`config.mk`:
```
export PLATFORM = sky130hd
export DESIGN_NAME = vsf_call_check
export DESIGN_NICKNAME = d
export VERILOG_FILES = /design/src/rtl/vsf_pkg.sv /design/src/rtl/vsf_call_check.sv
export SDC_FILE = /design/constraint.sdc
export NUM_CORES = 1
export LEC_CHECK = 0
export BUFFER_PORTS_ARGS = -buffer_cell sky130_fd_sc_hd__buf_4
export CAP_MARGIN = 25
export CORE_MARGIN = 2
export CORE_UTILIZATION = 44
export DETAILED_ROUTE_END_ITERATION = 16
export MAX_ROUTING_LAYER = met4
export PLACE_DENSITY = 0.91
export SLEW_MARGIN = 20
export SYNTH_ARGS = -nofsm -noshare
export SYNTH_HDL_FRONTEND = slang
export SYNTH_SLANG_ARGS = --single-unit
```
`constraint.sdc`:
```
create_clock -name vclk -period 3.61
set_clock_uncertainty 0.15 [all_clocks]
set_input_delay 0.722 -clock vclk [all_inputs]
set_output_delay 0.722 -clock vclk [all_outputs]
set_load 0.01 [all_outputs]
```
`src/rtl/vsf_pkg.sv`:
```
// Shared types and codes of the stack and frame engine.
`default_nettype none
package vsf_pkg;

	// operation codes
	typedef enum logic [2:0] {
		OP_PUSH  = 3'd0,
		OP_POP   = 3'd1,
		OP_PEEK  = 3'd2,
		OP_CALL  = 3'd3,
		OP_RET   = 3'd4,
		OP_STORE = 3'd5,
		OP_LOAD  = 3'd6,
		OP_COPY  = 3'd7
	} op_t;

	// result status codes
	typedef enum logic [3:0] {
		ST_OK        = 4'd0,
		ST_OVERFLOW  = 4'd1,
		ST_UNDERFLOW = 4'd2,
		ST_BAD_ID    = 4'd3,
		ST_DEPTH     = 4'd4,
		ST_LOCALS    = 4'd5,
		ST_ARGS      = 4'd6,
		ST_STORE     = 4'd7,
		ST_LOAD      = 4'd8,
		ST_COPY      = 4'd9,
		ST_NO_FRAME  = 4'd10
	} status_t;

	// outcome of the call admission checks
	typedef struct packed {
		logic    ok;
		status_t st;
	} call_chk_t;

	// one frame record
	typedef struct packed {
		logic [31:0] ra;
		logic [7:0]  nloc;
	} frame_ent_t;

endpackage
`default_nettype wire

```
`src/rtl/vsf_call_check.sv`:
```
// Admission checks for a call: function id, frame depth, locals and arguments.
`default_nettype none
module vsf_call_check import vsf_pkg::*; #(
	parameter int CALL_DEPTH       = 64,
	parameter int LOCALS_PER_FRAME = 16,
	parameter int ARG_LIMIT        = 8,
	parameter int FCW              = 7
) (
	input  wire logic [15:0]    func_id,
	input  wire logic [15:0]    fn_limit,
	input  wire logic [FCW-1:0] frame_cnt,
	input  wire logic [7:0]     locals_needed,
	input  wire logic [7:0]     args_needed,
	output call_chk_t           chk
);

	// take the first failing check in priority order
	always_comb begin
		chk.ok = 1'b0;
		chk.st = ST_OK;
		if (func_id >= fn_limit) begin
			chk.st = ST_BAD_ID;
		end else if (frame_cnt >= FCW'(CALL_DEPTH)) begin
			chk.st = ST_DEPTH;
		end else if (locals_needed > 8'(LOCALS_PER_FRAME)) begin
			chk.st = ST_LOCALS;
		end else if (args_needed > 8'(ARG_LIMIT) || args_needed > locals_needed) begin
			chk.st = ST_ARGS;
		end else begin
			chk.ok = 1'b1;
		end
	end

endmodule
`default_nettype wire

```
==> impl_metrics.ini <==
[power]
vdd_drop_max_mv = 0.0605
powerDensity_mw_per_mm2 = 105
p_leak_uw = 0.000667

[detailed_routing]
vias_per_cell = 5.26
first_pass_iters = 4
vias = 862
drtIter0Drc = 7
drc = 0
wl_um = 1730
drtAntennaViolNets = 0
post_drt_wl_per_cell_um = 10.5

[critical_path]
worst-setup-path-type = in -> out
end_kind = output pin
crit_required_ns = 2.74
critPathLaunchType = input port
cp.arrival_ns = 2.41
path_max_fanout = 3

[logic_synthesis]
synth_most_common_cell = ha_1
yosysTopAreaCell = ha_1
syn_nets = 175
netlist_top_cells_count = 24 x ha_1, 22 x inv_1, 7 x a21oi_1
syn_avg_cell_area_sq_um = 7.18
netlist_area_sq_um = 689
synth_warnings = 0
synth_cell_type_count = 28
synth_top_area_share = 0.436
synth_cells = 96
synth_area_leaders = ha_1 44%, inv_1 12%, a21oi_1 5.1%
ys_seq_area_frac = 0

[global_route]
use_met3 = 0.0375
grt_overflow = 0
grt_max_degree = 4
use_met2 = 0.412
busiest_layer = met2
grt.total_usage = 0.204
grt_pass1_wl_um = 3100
antenna_found_initial = 0
grt_pass1_vias = 849
met1_usage = 0.213

[placement]
numPortBuffers = 53
dpl.cell_count = 164
place.gp.congestion = 0.785
dpl_cell_area_sq_mm = 0.00110
dp_hpwl_um = 1650

[sta]
fin_setup_tns_ns = 0
rsz0062_at_grt = false
slew_headroom = 0.638
fmaxAchievable_ghz = 0.305
period_needed_ns = 3.28
finalCritPeriodShare = 0.910
worst_slew_pin_slew_ns = 0.536
holdWs_ns = 1.63
hold_viol = 0
setup-violations-final = 0
maxSlewViolCount = 0

[run_status]
outcome = finished clean

[layout]
nFillCells = 118
nClkBuffers = 0
final_util = 0.739
drive_gt1_frac = 0.378
nFlopsAndLatches = 0
n_antenna_cell = 0
final_cells = 164
finish.instance_area_sq_mm = 0.00110
seqCellArea_sq_um = 0
nets = 229
synthToLayoutAreaGrowth_pct = 59.5

[run]
cap_violations = 0

[cts]
post-cts-setup-buffers = 0
ctsHoldBuffers = 0
cts_resized = 0

[floorplanning]
dieArea_sq_mm = 0.00190
core_area_sq_mm = 0.00149
num_io_pins = 60
std_cell_rows = 14
initial_core_util = 0.463
die-width_um = 43.6
die-height_um = 43.6

[worst_hold_path]
holdPathEnd = chk[1]
hold_class = in -> out
min_from = frame_cnt[6]
min_path_cells = 3
[layout by cell type (no fill, tap or decap), types with 2 or more instances in the layout]
master,n
buf_4,53
ha_1,24
inv_1,22
a21oi_1,7
nand4_1,5
nor2_1,5
nand2_1,4
a21o_1,4
clkinv_1,2
o21ai_0,2
o41ai_1,2
nand2b_1,2
[layout make-up]
cell class                      count  area (sq um)  area share
Inverter                           24          90.1      0.0819
Multi-Input combinational cell     71           592       0.538
Tap cell                           16          20.0      0.0182
Timing Repair Buffer               53           398       0.362
[how the worst max path moves through the flow]
stage | slack (ns) | cells past startpoint | start | end
6_report | 0.33 | 9 | locals_needed[1] | chk[4]
5_1_grt | 0.23 | 9 | locals_needed[1] | chk[4]
4_1_cts | 0.31 | 9 | locals_needed[1] | chk[4]
3_5_place_dp | 0.31 | 9 | locals_needed[1] | chk[4]
3_3_place_gp | 0.38 | 9 | locals_needed[1] | chk[4]
2_1_floorplan | 0.55 | 6 | fn_limit[13] | chk[2]
[through the flow]
step                worst slack, ns  total power (uW)
floorplan                     0.548              55.8
global placement              0.375               111
detailed placement            0.314               116
CTS                           0.313               117
global route                  0.227               132
finish                        0.326               115
[worst max-delay path: stages]
cell	delay, ns
buf_4	0.09
inv_1	0.04
ha_1	0.29
nor2b_1	0.13
o211ai_1	0.15
a21oi_1	0.08
o41ai_1	0.52
and4_1	0.26
buf_4	0.12
[logic make-up (layout without fill, tap and decap cells)]
family	Yosys count	in the layout	synth area share
buffers and inverters	25	77	0.142
adder cells (fa/ha/maj)	24	24	0.436
AO/OA/AOI/OAI	23	23	0.240
AND/OR/NAND/NOR	23	23	0.178
other	1	1	0.00544
[routing by layer]
metal / vias to the layer above / wire [um]
met2: 38 / 905
met4: 0 / 0
met1: 380 / 652
li1: 444 / -
met3: 0 / 168
met5: - / 0
[where the power goes]
group | internal [uW] | switching (uW)
combinational | 67.6 | 47.5
sequential | 0 | 0
clock | 0 | 0
Power figures use the tool's default switching activity.
